[src/rtl/core/fde_pkg.sv]
// Package for the FAT16 directory entry decoder: entry layout constants,
// character codes, the name sequencer state type and the shared structs.
// No dependencies.
package fde_pkg;

  localparam int ENTRY_BYTES = 32;
  localparam int NAME_CHARS  = 8;
  localparam int EXT_CHARS   = 3;
  localparam int NAME_BYTES  = NAME_CHARS + EXT_CHARS;
  localparam int POS_W       = $clog2(ENTRY_BYTES);
  localparam int IDX_W       = $clog2(NAME_BYTES + 1);

  // Byte offsets inside one directory entry.
  localparam logic [POS_W-1:0] POS_ATTR     = POS_W'(11);
  localparam logic [POS_W-1:0] POS_TIME_LO  = POS_W'(22);
  localparam logic [POS_W-1:0] POS_TIME_HI  = POS_W'(23);
  localparam logic [POS_W-1:0] POS_DATE_LO  = POS_W'(24);
  localparam logic [POS_W-1:0] POS_DATE_HI  = POS_W'(25);
  localparam logic [POS_W-1:0] POS_CLUS_LO  = POS_W'(26);
  localparam logic [POS_W-1:0] POS_CLUS_HI  = POS_W'(27);
  localparam logic [POS_W-1:0] POS_SIZE_0   = POS_W'(28);
  localparam logic [POS_W-1:0] POS_SIZE_1   = POS_W'(29);
  localparam logic [POS_W-1:0] POS_SIZE_2   = POS_W'(30);
  localparam logic [POS_W-1:0] POS_LAST     = POS_W'(ENTRY_BYTES - 1);

  localparam logic [7:0] CHAR_NUL     = 8'h00;
  localparam logic [7:0] CHAR_DELETED = 8'hE5;
  localparam logic [7:0] CHAR_DOT     = 8'h2E;
  localparam logic [7:0] CHAR_KANJI   = 8'h05;
  localparam logic [7:0] CHAR_SPACE   = 8'h20;
  localparam logic [7:0] CHAR_SLASH   = 8'h2F;
  localparam logic [7:0] ATTR_SUBDIR  = 8'h10;

  typedef enum logic [2:0] {
    SEQ_IDLE,
    SEQ_START,
    SEQ_NAME,
    SEQ_DOT,
    SEQ_EXT,
    SEQ_PARENT2
  } seq_state_t;

  // Classification of the stored entry, handed to the name sequencer.
  typedef struct packed {
    logic subdir;
    logic unused;
    logic deleted;
    logic root;
    logic parent;
  } entry_info_t;

  // One character produced by the sequencer.
  typedef struct packed {
    logic       valid;
    logic [7:0] ch;
    logic       present;
    logic       last;
  } emit_t;

endpackage

[src/rtl/core/fde_name_seq.sv]
// Name sequencer of the FAT16 directory entry decoder: walks the stored
// 8.3 name one byte per cycle while slot_free, with a single byte select
// and per-byte space flags. Depends on fde_pkg.
module fde_name_seq (
  input  logic                                    clk,
  input  logic                                    rst_n,
  input  logic                                    start,
  input  logic                                    slot_free,
  input  fde_pkg::entry_info_t                    info,
  input  logic [fde_pkg::NAME_BYTES-1:0][7:0]     name_bytes,
  output logic                                    busy,
  output fde_pkg::emit_t                          emit
);
  import fde_pkg::*;

  seq_state_t        state_r, state_nxt;
  logic [IDX_W-1:0]  idx_r, idx_nxt;
  logic [IDX_W-1:0]  next_idx;
  logic [NAME_BYTES:0] space_mask;
  logic [7:0]        cur_byte;
  logic [7:0]        cur_char;
  logic              name_end;

  // One flag per name byte; the extra top bit ends the extension.
  always_comb begin
    for (int k = 0; k < NAME_BYTES; k++) begin
      space_mask[k] = (name_bytes[k] == CHAR_SPACE);
    end
    space_mask[NAME_BYTES] = 1'b1;
  end

  assign next_idx = idx_r + IDX_W'(1);
  assign cur_byte = name_bytes[idx_r];
  assign cur_char = ((idx_r == '0) && (cur_byte == CHAR_KANJI)) ? CHAR_DELETED : cur_byte;
  assign name_end = (idx_r == IDX_W'(NAME_CHARS - 1)) || space_mask[next_idx];
  assign busy     = (state_r != SEQ_IDLE);

  always_ff @(posedge clk) begin
    if (!rst_n) begin
      state_r <= SEQ_IDLE;
      idx_r   <= '0;
    end else begin
      state_r <= state_nxt;
      idx_r   <= idx_nxt;
    end
  end

  always_comb begin
    state_nxt = state_r;
    idx_nxt   = idx_r;
    emit      = '0;
    unique case (state_r)
      SEQ_IDLE: begin
        if (start) begin
          state_nxt = SEQ_START;
        end
      end
      SEQ_START: begin
        if (slot_free) begin
          if (info.unused || info.deleted) begin
            emit      = '{valid: 1'b1, ch: CHAR_NUL, present: 1'b0, last: 1'b1};
            state_nxt = SEQ_IDLE;
          end else if (info.root) begin
            emit      = '{valid: 1'b1, ch: CHAR_SLASH, present: 1'b1, last: 1'b1};
            state_nxt = SEQ_IDLE;
          end else if (info.parent) begin
            emit      = '{valid: 1'b1, ch: CHAR_DOT, present: 1'b1, last: 1'b0};
            state_nxt = SEQ_PARENT2;
          end else if (space_mask[0]) begin
            if (info.subdir) begin
              emit      = '{valid: 1'b1, ch: CHAR_NUL, present: 1'b0, last: 1'b1};
              state_nxt = SEQ_IDLE;
            end else begin
              state_nxt = SEQ_DOT;
            end
          end else begin
            idx_nxt   = '0;
            state_nxt = SEQ_NAME;
          end
        end
      end
      SEQ_NAME: begin
        if (slot_free) begin
          emit = '{valid: 1'b1, ch: cur_char, present: 1'b1, last: name_end && info.subdir};
          if (name_end) begin
            state_nxt = info.subdir ? SEQ_IDLE : SEQ_DOT;
          end else begin
            idx_nxt = next_idx;
          end
        end
      end
      SEQ_DOT: begin
        if (slot_free) begin
          emit = '{valid: 1'b1, ch: CHAR_DOT, present: 1'b1, last: space_mask[NAME_CHARS]};
          if (space_mask[NAME_CHARS]) begin
            state_nxt = SEQ_IDLE;
          end else begin
            idx_nxt   = IDX_W'(NAME_CHARS);
            state_nxt = SEQ_EXT;
          end
        end
      end
      SEQ_EXT: begin
        if (slot_free) begin
          emit = '{valid: 1'b1, ch: cur_byte, present: 1'b1, last: space_mask[next_idx]};
          if (space_mask[next_idx]) begin
            state_nxt = SEQ_IDLE;
          end else begin
            idx_nxt = next_idx;
          end
        end
      end
      SEQ_PARENT2: begin
        if (slot_free) begin
          emit      = '{valid: 1'b1, ch: CHAR_DOT, present: 1'b1, last: 1'b1};
          state_nxt = SEQ_IDLE;
        end
      end
      default: begin
        state_nxt = SEQ_IDLE;
      end
    endcase
  end

endmodule

[src/rtl/core/fat_dir_entry_decoder_core.sv]
// Top level of the FAT16 8.3 directory entry decoder: byte collection,
// field stores, entry classification and the output register.
// Depends on fde_pkg and fde_name_seq.
//
// Usage: the raw bytes of one 32-byte FAT16 directory entry arrive on the
// in_ stream, one byte per transaction, in entry order. The block keeps the
// eleven name bytes and the little-endian attribute, time, date, cluster
// and size fields. After the last byte of an entry it produces the display
// name on the out_ stream, one character per transaction, with out_tlast on
// the final one. Every output transaction also carries the decoded fields
// and the four entry flags. Unused or deleted entries, and entries whose
// rules yield no characters, give a single transaction with out_tuser low.
//
// Timing: the 32 entry bytes are taken one per cycle while the sequencer
// is idle. After the last byte the name sequencer takes a decision step,
// then loads the characters in order whenever the output register is free,
// with the first character of a special name (empty, root or parent)
// leaving in the decision step; a name has at most 12 characters. The
// sequencer steps through the name with one shared byte select and a
// per-byte space mask, and in_tready stays low from the last byte until
// the final character has been loaded into the output register. A stalled
// receiver holds the output register and the sequencer waits; the next
// entry may be collected while the final character still waits to be taken.
// Reset clears the byte counter, the sequencer and the output valid flag.
module fat_dir_entry_decoder_core (
  input  logic         clk,
  input  logic         rst_n,
  input  logic         in_tvalid,
  output logic         in_tready,
  input  logic [7:0]   in_tdata,    // [7:0] entry_byte
  output logic         out_tvalid,
  input  logic         out_tready,
  // [7:0] name_char, [15:8] attributes, [31:16] time_raw, [47:32] date_raw,
  // [63:48] start_cluster, [95:64] file_size, [96] is_unused,
  // [97] is_deleted, [98] is_root, [99] is_parent, [103:100] zero
  output logic [103:0] out_tdata,
  output logic         out_tuser,   // [0] name_present
  output logic         out_tlast    // last_char
);
  import fde_pkg::*;

  logic [POS_W-1:0]            pos_r;
  logic [NAME_BYTES-1:0][7:0]  name_r;
  logic [7:0]                  attr_r;
  logic [15:0]                 time_r;
  logic [15:0]                 date_r;
  logic [15:0]                 clus_r;
  logic [31:0]                 size_r;

  logic                        in_fire;
  logic                        seq_busy;
  logic                        slot_free;
  entry_info_t                 info;
  emit_t                       emit;

  logic                        out_valid_r, out_valid_nxt;
  logic [7:0]                  out_char_r;
  logic                        out_present_r;
  logic                        out_last_r;
  logic [7:0]                  out_attr_r;
  logic [15:0]                 out_time_r;
  logic [15:0]                 out_date_r;
  logic [15:0]                 out_clus_r;
  logic [31:0]                 out_size_r;
  logic [3:0]                  out_flags_r;

  assign in_tready = !seq_busy;
  assign in_fire   = in_tvalid && in_tready;

  // Byte position within the entry; wraps after the last byte.
  always_ff @(posedge clk) begin
    if (!rst_n) begin
      pos_r <= '0;
    end else if (in_fire) begin
      pos_r <= pos_r + POS_W'(1);
    end
  end

  // Field stores, written at the byte offsets of the entry layout.
  always_ff @(posedge clk) begin
    if (in_fire) begin
      if (pos_r < POS_W'(NAME_BYTES)) begin
        name_r[pos_r[IDX_W-1:0]] <= in_tdata;
      end else if (pos_r == POS_ATTR) begin
        attr_r <= in_tdata;
      end else if ((pos_r == POS_TIME_LO) || (pos_r == POS_TIME_HI)) begin
        time_r[{pos_r[0], 3'b000} +: 8] <= in_tdata;
      end else if ((pos_r == POS_DATE_LO) || (pos_r == POS_DATE_HI)) begin
        date_r[{pos_r[0], 3'b000} +: 8] <= in_tdata;
      end else if ((pos_r == POS_CLUS_LO) || (pos_r == POS_CLUS_HI)) begin
        clus_r[{pos_r[0], 3'b000} +: 8] <= in_tdata;
      end else if ((pos_r == POS_SIZE_0) || (pos_r == POS_SIZE_1) ||
                   (pos_r == POS_SIZE_2) || (pos_r == POS_LAST)) begin
        size_r[{pos_r[1:0], 3'b000} +: 8] <= in_tdata;
      end
    end
  end

  // Entry classification from the stored first name bytes, attribute and cluster.
  assign info.subdir  = (attr_r & ATTR_SUBDIR) != 8'h00;
  assign info.unused  = (name_r[0] == CHAR_NUL);
  assign info.deleted = (name_r[0] == CHAR_DELETED);
  assign info.root    = (name_r[0] == CHAR_DOT) && (clus_r == 16'h0000);
  assign info.parent  = (name_r[0] == CHAR_DOT) && (name_r[1] == CHAR_DOT);

  assign slot_free = !out_valid_r || out_tready;

  fde_name_seq u_name_seq (
    .clk        (clk),
    .rst_n      (rst_n),
    .start      (in_fire && (pos_r == POS_LAST)),
    .slot_free  (slot_free),
    .info       (info),
    .name_bytes (name_r),
    .busy       (seq_busy),
    .emit       (emit)
  );

  // Output register; the entry fields are copied with every character so
  // that the next entry can be collected while the final one waits.
  always_comb begin
    out_valid_nxt = out_valid_r;
    if (emit.valid) begin
      out_valid_nxt = 1'b1;
    end else if (out_tready) begin
      out_valid_nxt = 1'b0;
    end
  end

  always_ff @(posedge clk) begin
    if (!rst_n) begin
      out_valid_r <= 1'b0;
    end else begin
      out_valid_r <= out_valid_nxt;
    end
  end

  always_ff @(posedge clk) begin
    if (emit.valid) begin
      out_char_r    <= emit.ch;
      out_present_r <= emit.present;
      out_last_r    <= emit.last;
      out_attr_r    <= attr_r;
      out_time_r    <= time_r;
      out_date_r    <= date_r;
      out_clus_r    <= clus_r;
      out_size_r    <= size_r;
      out_flags_r   <= {info.parent, info.root, info.deleted, info.unused};
    end
  end

  assign out_tvalid = out_valid_r;
  assign out_tuser  = out_present_r;
  assign out_tlast  = out_last_r;
  assign out_tdata  = {4'b0000, out_flags_r, out_size_r, out_clus_r, out_date_r,
                       out_time_r, out_attr_r, out_char_r};

  // While the sequencer runs, the byte counter has wrapped to the entry start.
  a_busy_at_entry_start: assert property (@(posedge clk) disable iff (!rst_n)
    !in_tready |-> (pos_r == '0))
    else $error("sequencer busy while an entry is half collected");

  // The last byte of an entry always hands control to the sequencer.
  a_last_byte_blocks: assert property (@(posedge clk) disable iff (!rst_n)
    (in_fire && (pos_r == POS_LAST)) |=> !in_tready)
    else $error("input still ready after the last entry byte");

  // An empty-name result is a run of exactly one transaction.
  a_empty_is_last: assert property (@(posedge clk) disable iff (!rst_n)
    (out_tvalid && !out_tuser) |-> (out_tlast && (out_tdata[7:0] == CHAR_NUL)))
    else $error("empty-name result not marked last or carries a character");

  // A character is only loaded when the output register can take it.
  a_no_overwrite: assert property (@(posedge clk) disable iff (!rst_n)
    (out_tvalid && !out_tready) |-> !emit.valid)
    else $error("sequencer loaded the output register while it was stalled");

endmodule

[config.mk]
export PLATFORM = sky130hd
export DESIGN_NAME = fat_dir_entry_decoder_core
export DESIGN_NICKNAME = d
export VERILOG_FILES = /design/src/rtl/core/fde_pkg.sv /design/src/rtl/core/fde_name_seq.sv /design/src/rtl/core/fat_dir_entry_decoder_core.sv
export SDC_FILE = /design/constraint.sdc
export NUM_CORES = 1
export LEC_CHECK = 0
export CAP_MARGIN = 10
export CORE_MARGIN = 4
export CORE_UTILIZATION = 38
export DETAILED_ROUTE_END_ITERATION = 10
export DONT_BUFFER_PORTS = 1
export HOLD_SLACK_MARGIN = 0.12
export PLACE_DENSITY_LB_ADDON = 0.2
export SETUP_SLACK_MARGIN = 0.4
export SYNTH_ARGS = -nofsm -noshare
export SYNTH_HDL_FRONTEND = slang
export SYNTH_SLANG_ARGS = --single-unit
[constraint.sdc]
create_clock -name clk -period 7.5 [get_ports clk]
set_input_delay 0.375 -clock clk [delete_from_list [all_inputs] [get_ports clk]]
set_output_delay 0.375 -clock clk [all_outputs]
set_load 0.005 [all_outputs]
# ---- Yosys cells after proc, flatten, opt, wreduce, memory -nomap -nowiden
# Cells that the tools add are included.
# W data, S select, Z words.
dict set report totals {
  reg_bits 291
  inputBits 12
  out_inout_bits 108
}
dict set report op_classes {
  addsub 4
  n_lt_le_gt_ge 5
  n_eq_ne 47
  shifts 4
  mux 52
  n_bitwise 5
  reduce_logical 33
}
# op count
set ops {}
lappend ops {{$mux W11} 10}
lappend ops {{$eq A8 B6 Y1 const B} 13}
lappend ops {{$bwmux W88} 1}
lappend ops {{$pmux W11 S5} 1}
lappend ops {{$eq A5 B5 Y1 const B} 10}
lappend ops {{$bwmux W16} 3}
lappend ops {{$mux W4} 11}
lappend ops {{$mux W3} 13}
lappend ops {{$bmux W8 S4} 1}
lappend ops {{$bwmux W32} 1}
lappend ops {{$demux W8 S4} 1}
lappend ops {{$shift A8 B7 Y32 const A} 1}
lappend ops {{$shiftx A8 B7 Y32} 1}
lappend ops {{$mux W8} 3}
lappend ops {{$ne A2 B2 Y1 const B} 12}
lappend ops {{$pmux W3 S6} 1}
lappend ops {{$logic_not A16 Y1} 1}
lappend ops {{$pmux W4 S4} 1}
lappend ops {{$shift A8 B6 Y16 const A} 1}
lappend ops {{$shiftx A8 B6 Y16} 1}
lappend ops {{$lt A4 B5 Y1 const B} 3}
lappend ops {{$reduce_and A12 Y1} 1}
lappend ops {{$logic_or A1 B1 Y1} 9}
lappend ops {{$eq A8 B3 Y1 const B} 1}
lappend ops {{other kinds (32)} 49}

# ---- Logic depth before layout (Yosys ltp)
dict set report depth {
  depth_word 8
  mapped_depth 12
}

# ---- Modules after synthesis
# A second synthesis with hierarchy kept.
dict set report unflattened {
  cells_unflattened 710
  hier_area_um2 11330.9
}
# mod instances cells_per_inst area_each_um2 seq_area_each_um2
set modules_own_cells {}
lappend modules_own_cells {fat_dir_entry_decoder_core 1 461 9385.3 8468.1}
lappend modules_own_cells {fde_name_seq 1 249 1945.6 140.1}

# ---- Worst setup path before layout
# OpenSTA, ideal clock, no wires.
dict set report synth_timing {
  path_kind {reg2reg}
  from {register name_r[7] (netlist bit)}
  to {register out_attr_r[0] (enable)}
  setup_ps 565
  t_arrival_ps 6127
  required_time_ps 6935
  slack_ps 808
  path_stages_with_launch 9
  path_buffers 1
  period_less_slack_ps 6692
  path_cell_list {edfxtp_1 or3_1 or3_1 and3b_1 buf_4 nand2b_1 nand2_1 a21bo_2 nor2_1}
}
# element line_no
set synth_lines {}
lappend synth_lines {{from (decl)} fat_dir_entry_decoder_core.sv:43} ;# logic [NAME_BYTES-1:0][7:0] name_r;
lappend synth_lines {{from (signal, indexed assignment)} fat_dir_entry_decoder_core.sv:83} ;# name_r[pos_r[IDX_W-1:0]] <= in_tdata;
lappend synth_lines {{to (signal assigned)} fat_dir_entry_decoder_core.sv:143} ;# out_attr_r <= attr_r;
lappend synth_lines {{to (decl)} fat_dir_entry_decoder_core.sv:60} ;# logic [7:0] out_attr_r;

# ---- Worst setup path after layout
dict set report layout_timing {
  from {register clus_r[13]}
  to {register out_size_r[13] (enable)}
}
dict set report layout_between {
  elab_chain_cells 6
}
# element line_no
set layout_rtl {}
lappend layout_rtl {{from (decl)} fat_dir_entry_decoder_core.sv:47} ;# logic [15:0] clus_r;
lappend layout_rtl {{from (signal, indexed assignment)} fat_dir_entry_decoder_core.sv:91} ;# clus_r[{pos_r[0], 3'b000} +: 8] <= in_tdata;
lappend layout_rtl {{$logic_not A16 Y1} fat_dir_entry_decoder_core.sv:103} ;# assign info.root = (name_r[0] == CHAR_DOT) && (clus_r == 16'h0000);
lappend layout_rtl {{$logic_and A1 B1 Y1} fat_dir_entry_decoder_core.sv:103}
lappend layout_rtl {{$mux W11} fde_name_seq.sv:63} ;# end else if (info.root) begin
lappend layout_rtl {{$mux W11} fde_name_seq.sv:60} ;# if (info.unused || info.deleted) begin
lappend layout_rtl {{$mux W11} fde_name_seq.sv:59} ;# if (slot_free) begin
lappend layout_rtl {{$pmux W11 S5} fde_name_seq.sv:52} ;# unique case (state_r)
lappend layout_rtl {{to (signal assigned)} fat_dir_entry_decoder_core.sv:147} ;# out_size_r <= size_r;
lappend layout_rtl {{to (decl)} fat_dir_entry_decoder_core.sv:64} ;# logic [31:0] out_size_r;
# Every way passes these cells.
# A chain may end at the register's enable or synchronous reset.

==> results <==
- The maximum ir drop on the vdd rail is 0.000149 V.
- The detail route stage leaves a number of antenna-violating nets equal to 0.
- For this run, the number of Yosys warnings is 0.
- Global routing consumed, on the met3 layer, 4.45% of the routing resources.
- The height of the chip is 180 um.
- In this run, the combinational gates consume 14.5% of the power.
- The number of gates resized after CTS is 0.
- The number of failing setup endpoints in the final timing report is 0.
- The CTS sink count is 291.
- At the pin with the least slew margin, the transition time is 1130 ps.
- The clock root buffer is clkbuf_16.
- The number of maximum-capacitance violations is 0.
- The global routing met1 resource utilization is 18.7%.
- The flop and latch count out of synthesis is 291.
- The worst-case clock buffer depth is 3.
- For this run, the leading register cell type out of synthesis is edfxtp_1.
- The type of the setup path with the least slack is reg2reg.
- Clock-pin slew was measured on the worst setup and hold paths at 60 ps.
- Before antenna repair, the detailed router went through 5 iterations.
- The sequential area share after synthesis is 76.6%.
- The core region is 28900 um2.
- The synthesized-area fraction occupied by adder cells is 1.00%.
- The number of max-slew violations in the final report is 0.
- The CTS tree is done.
- Hold repair after CTS inserted 10 buffers.
- Fill cells in the final layout number 2524.
- Traced cell by cell, the critical path runs through nor4_1 > nand4_1 > o2bb2ai_1 > a21oi_1 > nand2b_1 > nand2_1 > a21bo_2 > nor2_4 > buf_4.
- The count of pins on the block boundary is 120.
- The largest incremental delay on the critical path is 880 ps.
- The sequential cells in the finished layout cover a total of 8610 um2.
- Dividing the final minimum period by the clock period gives 54.3%.
- The count of final hold-check violations is 0.
- The compound-cell area share of the yosys netlist is 4.87%.
- The peak clock frequency supported by timing is 0.245 GHz.
- The net load switching power is 0.00118 W.
- The weighted congestion reported at the end of routability-driven placement is 0.842.
- The CTS H-tree depth is 1.
- For this design the ratio of total power to cell area is 332 nW/um2.
- The number of buffer and inverter stages on the critical path is 1.
- In this run the static leakage power is 4.06 nW.
- The total negative setup slack is 0 ps.
- The largest individual stage delay along the critical path comes from the cell buf_4.
- The number of global-route vias before repair is 5981.
- Once placement finished, the instance area stood at 11700 um2.
- The number of nets at the end of the flow is 731.
- After clock tree synthesis, the setup repair step added 0 buffers.
- Along the worst hold path, the cell count comes to 3.
- The number of flops mapped to enable cells by yosys is 278.
- The detailed placer's ending HPWL is 16.8 mm.
- The wire length of the first global-routing pass is 37.6 mm.
- After routing the design area is 12700 um2.
- Cells with a size suffix above 1 make up 11.2% of the layout.
- The overall global routing resource usage is 14.8%.
- The most heavily used metal layer in global routing is met2.
- The synthesized netlist devotes 10.2% of its cell area to simple gates.
- In this run the worst hold path is classified as in2reg.
- The total wire length after detailed routing is 24.8 mm.
- STA puts the critical path data required time at 7670 ps.
- The synthesized netlist occupies a cell area of 11200 um2.
- The initialized floorplan defines 62 standard-cell rows.
- The floorplan die width is 180 um.
- In this run, the clock network consumes 32.7% of the power.
- The first routing iteration left 521 violations.
- The clock period could shrink to 4080 ps.
- Between clock sinks in the finished design, the worst skew comes to 15.4 ps.
- The number of cells on the worst reg-to-reg path is 9.
- The combinational family with the most area after synthesis is simple AND/OR/NAND/NOR gates.
- The run finished with clean final reports.
- The cell-internal power is 0.00303 W.
- The tightest slew margin relative to the limit is 25.0%.
- The startpoint type of the worst setup path is a flip-flop.
- Setup repair after global routing left no endpoint under its margin.
- The number of different library cells in the post-synthesis netlist is 60.
- Data arrives at the worst endpoint at 4240 ps.
- The total power is 0.00421 W.
- Detailed routing inserted a total of 5809 vias.
- In this run switching power makes up 28.1% of total power.
- The most common cell after layout, fill and taps aside is edfxtp_1.
- In the final routed layout, each cell accounts on average for 22.2 um.
- The clock latency reported for the late side of the worst-skew pair is 560 ps.
- For this run, design rule violations remaining after detail routing come to 0.
- After synthesis, the share of flip-flops with an asynchronous set or reset is 0%.
- The met2 global-route usage is 25.4%.
- The library cells used most frequently in the layout, excluding fill and tap cells, are edfxtp_1, nor2_1, nand2_1, clkbuf_16, inv_1.
- The detail-routed via count per cell is 5.20.
- The largest fanout on the critical path is 87.
- The layout overhead on the synthesized area is 12.8%.
- The starting density of the core is 38.8%.
- The number of antenna violations at the first check in global routing is 0.
- The multiplexer area fraction after synthesis is 4.81%.
- The overall overflow remaining after global route is 0.
- The synthesized netlist devotes 0.312% of its cell area to XOR and XNOR gates.
- The number of clock buffers added by TritonCTS is 29.
- The mean cell area of the mapped netlist is 16.4 um2.
- The pin count of the biggest net entering global routing is 88.
- The critical path runs through a total of 9 cells.
- The cell count after synthesis is 686.
- The multi-input combinational cell area is 2410 um2.
- The kind of capture point of the worst setup path is a flip-flop.
- In this run the tool buffered the top-level ports with 0 buffer cells.
- The sequential share of power is 52.8%.
- The die covers 32400 um2.
- The family of cells with the greatest summed delay on the critical path is simple AND/OR/NAND/NOR gates.
[metal layers]
metal  wire, um  up-vias
li1           -     2671
met1      10100     2917
met2      12400      185
met3       1990       36
met4        357        0
met5          0        -
[logic make-up after synthesis]
kind of cell               count (synthesis)
DFF                                      291
and+or+nand+nor                          215
AOI/OAI and AO/OA                         76
buffers and inverters                     56
muxes                                     34
adders and majority gates                  9
xor gates and xnor gates                   4
other                                      1
[Yosys cell counts, types with 6 or more instances]
master / number / share of area [%]
nor4b_1: 10 / 0.78
clkbuf_1: 16 / 0.53
buf_4: 6 / 0.40
dfxtp_1: 13 / 2.3
edfxtp_1: 278 / 74
mux2i_1: 18 / 1.6
inv_1: 26 / 0.87
ha_1: 9 / 1.0
mux4_2: 16 / 3.2
nor2b_1: 7 / 0.39
o21ai_0: 8 / 0.36
nand2b_1: 9 / 0.50
buf_2: 6 / 0.27
nor4_1: 22 / 1.2
nor3_1: 15 / 0.67
nand2_1: 37 / 1.2
o22ai_1: 7 / 0.39
nand3_1: 11 / 0.49
nor2_1: 58 / 1.9
and2_1: 21 / 1.2
a21oi_1: 21 / 0.94
[stage by stage]
step | hold WS (ps) | util (%) | cells | setup WS [ps]
3_5_place_dp | 405 | 40.3 | 1052 | 3270
2_1_floorplan | 400 | - | 689 | 808
4_1_cts | 157 | 43.8 | 1116 | 3260
5_1_grt | 195 | 43.8 | 1117 | 2900
3_3_place_gp | 404 | 40.3 | 1052 | 3430
6_report | 170 | 43.8 | 1118 | 3420
[flip-flops by register name (all words and copies together), names as in the netlist, 3 cells and up]
name and cells:
u_name_seq.state_r 3, size_r 32, out_clus_r 16, date_r 16
out_date_r 16, clus_r 16, out_attr_r 8, out_flags_r 4
out_char_r 8, u_name_seq.idx_r 4, attr_r 8, name_r 88
pos_r 5, out_time_r 16, time_r 16, out_size_r 32
[layout make-up]
type,instances,share of cell area (%)
Sequential cell,291,67.9
Multi-Input combinational cell,342,19.0
Clock buffer,36,5.93
Tap cell,384,3.79
Timing Repair Buffer,20,1.38
Clock inverter,18,1.23
Inverter,26,0.770
Antenna cell,1,0.0197
[worst reg2reg max path: stages, from the launching register on]
cell and delay (ps):
edfxtp_1 390, nor4_1 640, nand4_1 350, o2bb2ai_1 360, a21oi_1 100, nand2b_1 120, nand2_1 60, a21bo_2 260
nor2_4 390, buf_4 880
[path summary, 6_finish.rpt]
path	start	to	slack, ps
setup / recovery	clus_r[13]$_DFFE_PP_	out_size_r[13]$_DFFE_PP_	3420
hold / removal	in_tvalid	pos_r[4]$_SDFFE_PN0P_	170
setup reg to reg	clus_r[13]$_DFFE_PP_	out_size_r[13]$_DFFE_PP_	3420
hold reg to reg	time_r[2]$_DFFE_PP_	out_time_r[2]$_DFFE_PP_	420
[power by group through the flow]
| stage | Clock (W) | Sequential [W] | Combinational, W |
|---|---|---|---|
| 2_1_floorplan | 0 | 0.00221 | 0.000453 |
| 3_3_place_gp | 0 | 0.00226 | 0.000586 |
| 3_5_place_dp | 0 | 0.00226 | 0.000603 |
| 4_1_cts | 0.00141 | 0.00223 | 0.000622 |
| 5_1_grt | 0.00148 | 0.00225 | 0.000678 |
| 6_report | 0.00138 | 0.00222 | 0.000612 |
Power figures use the tool's default switching activity.
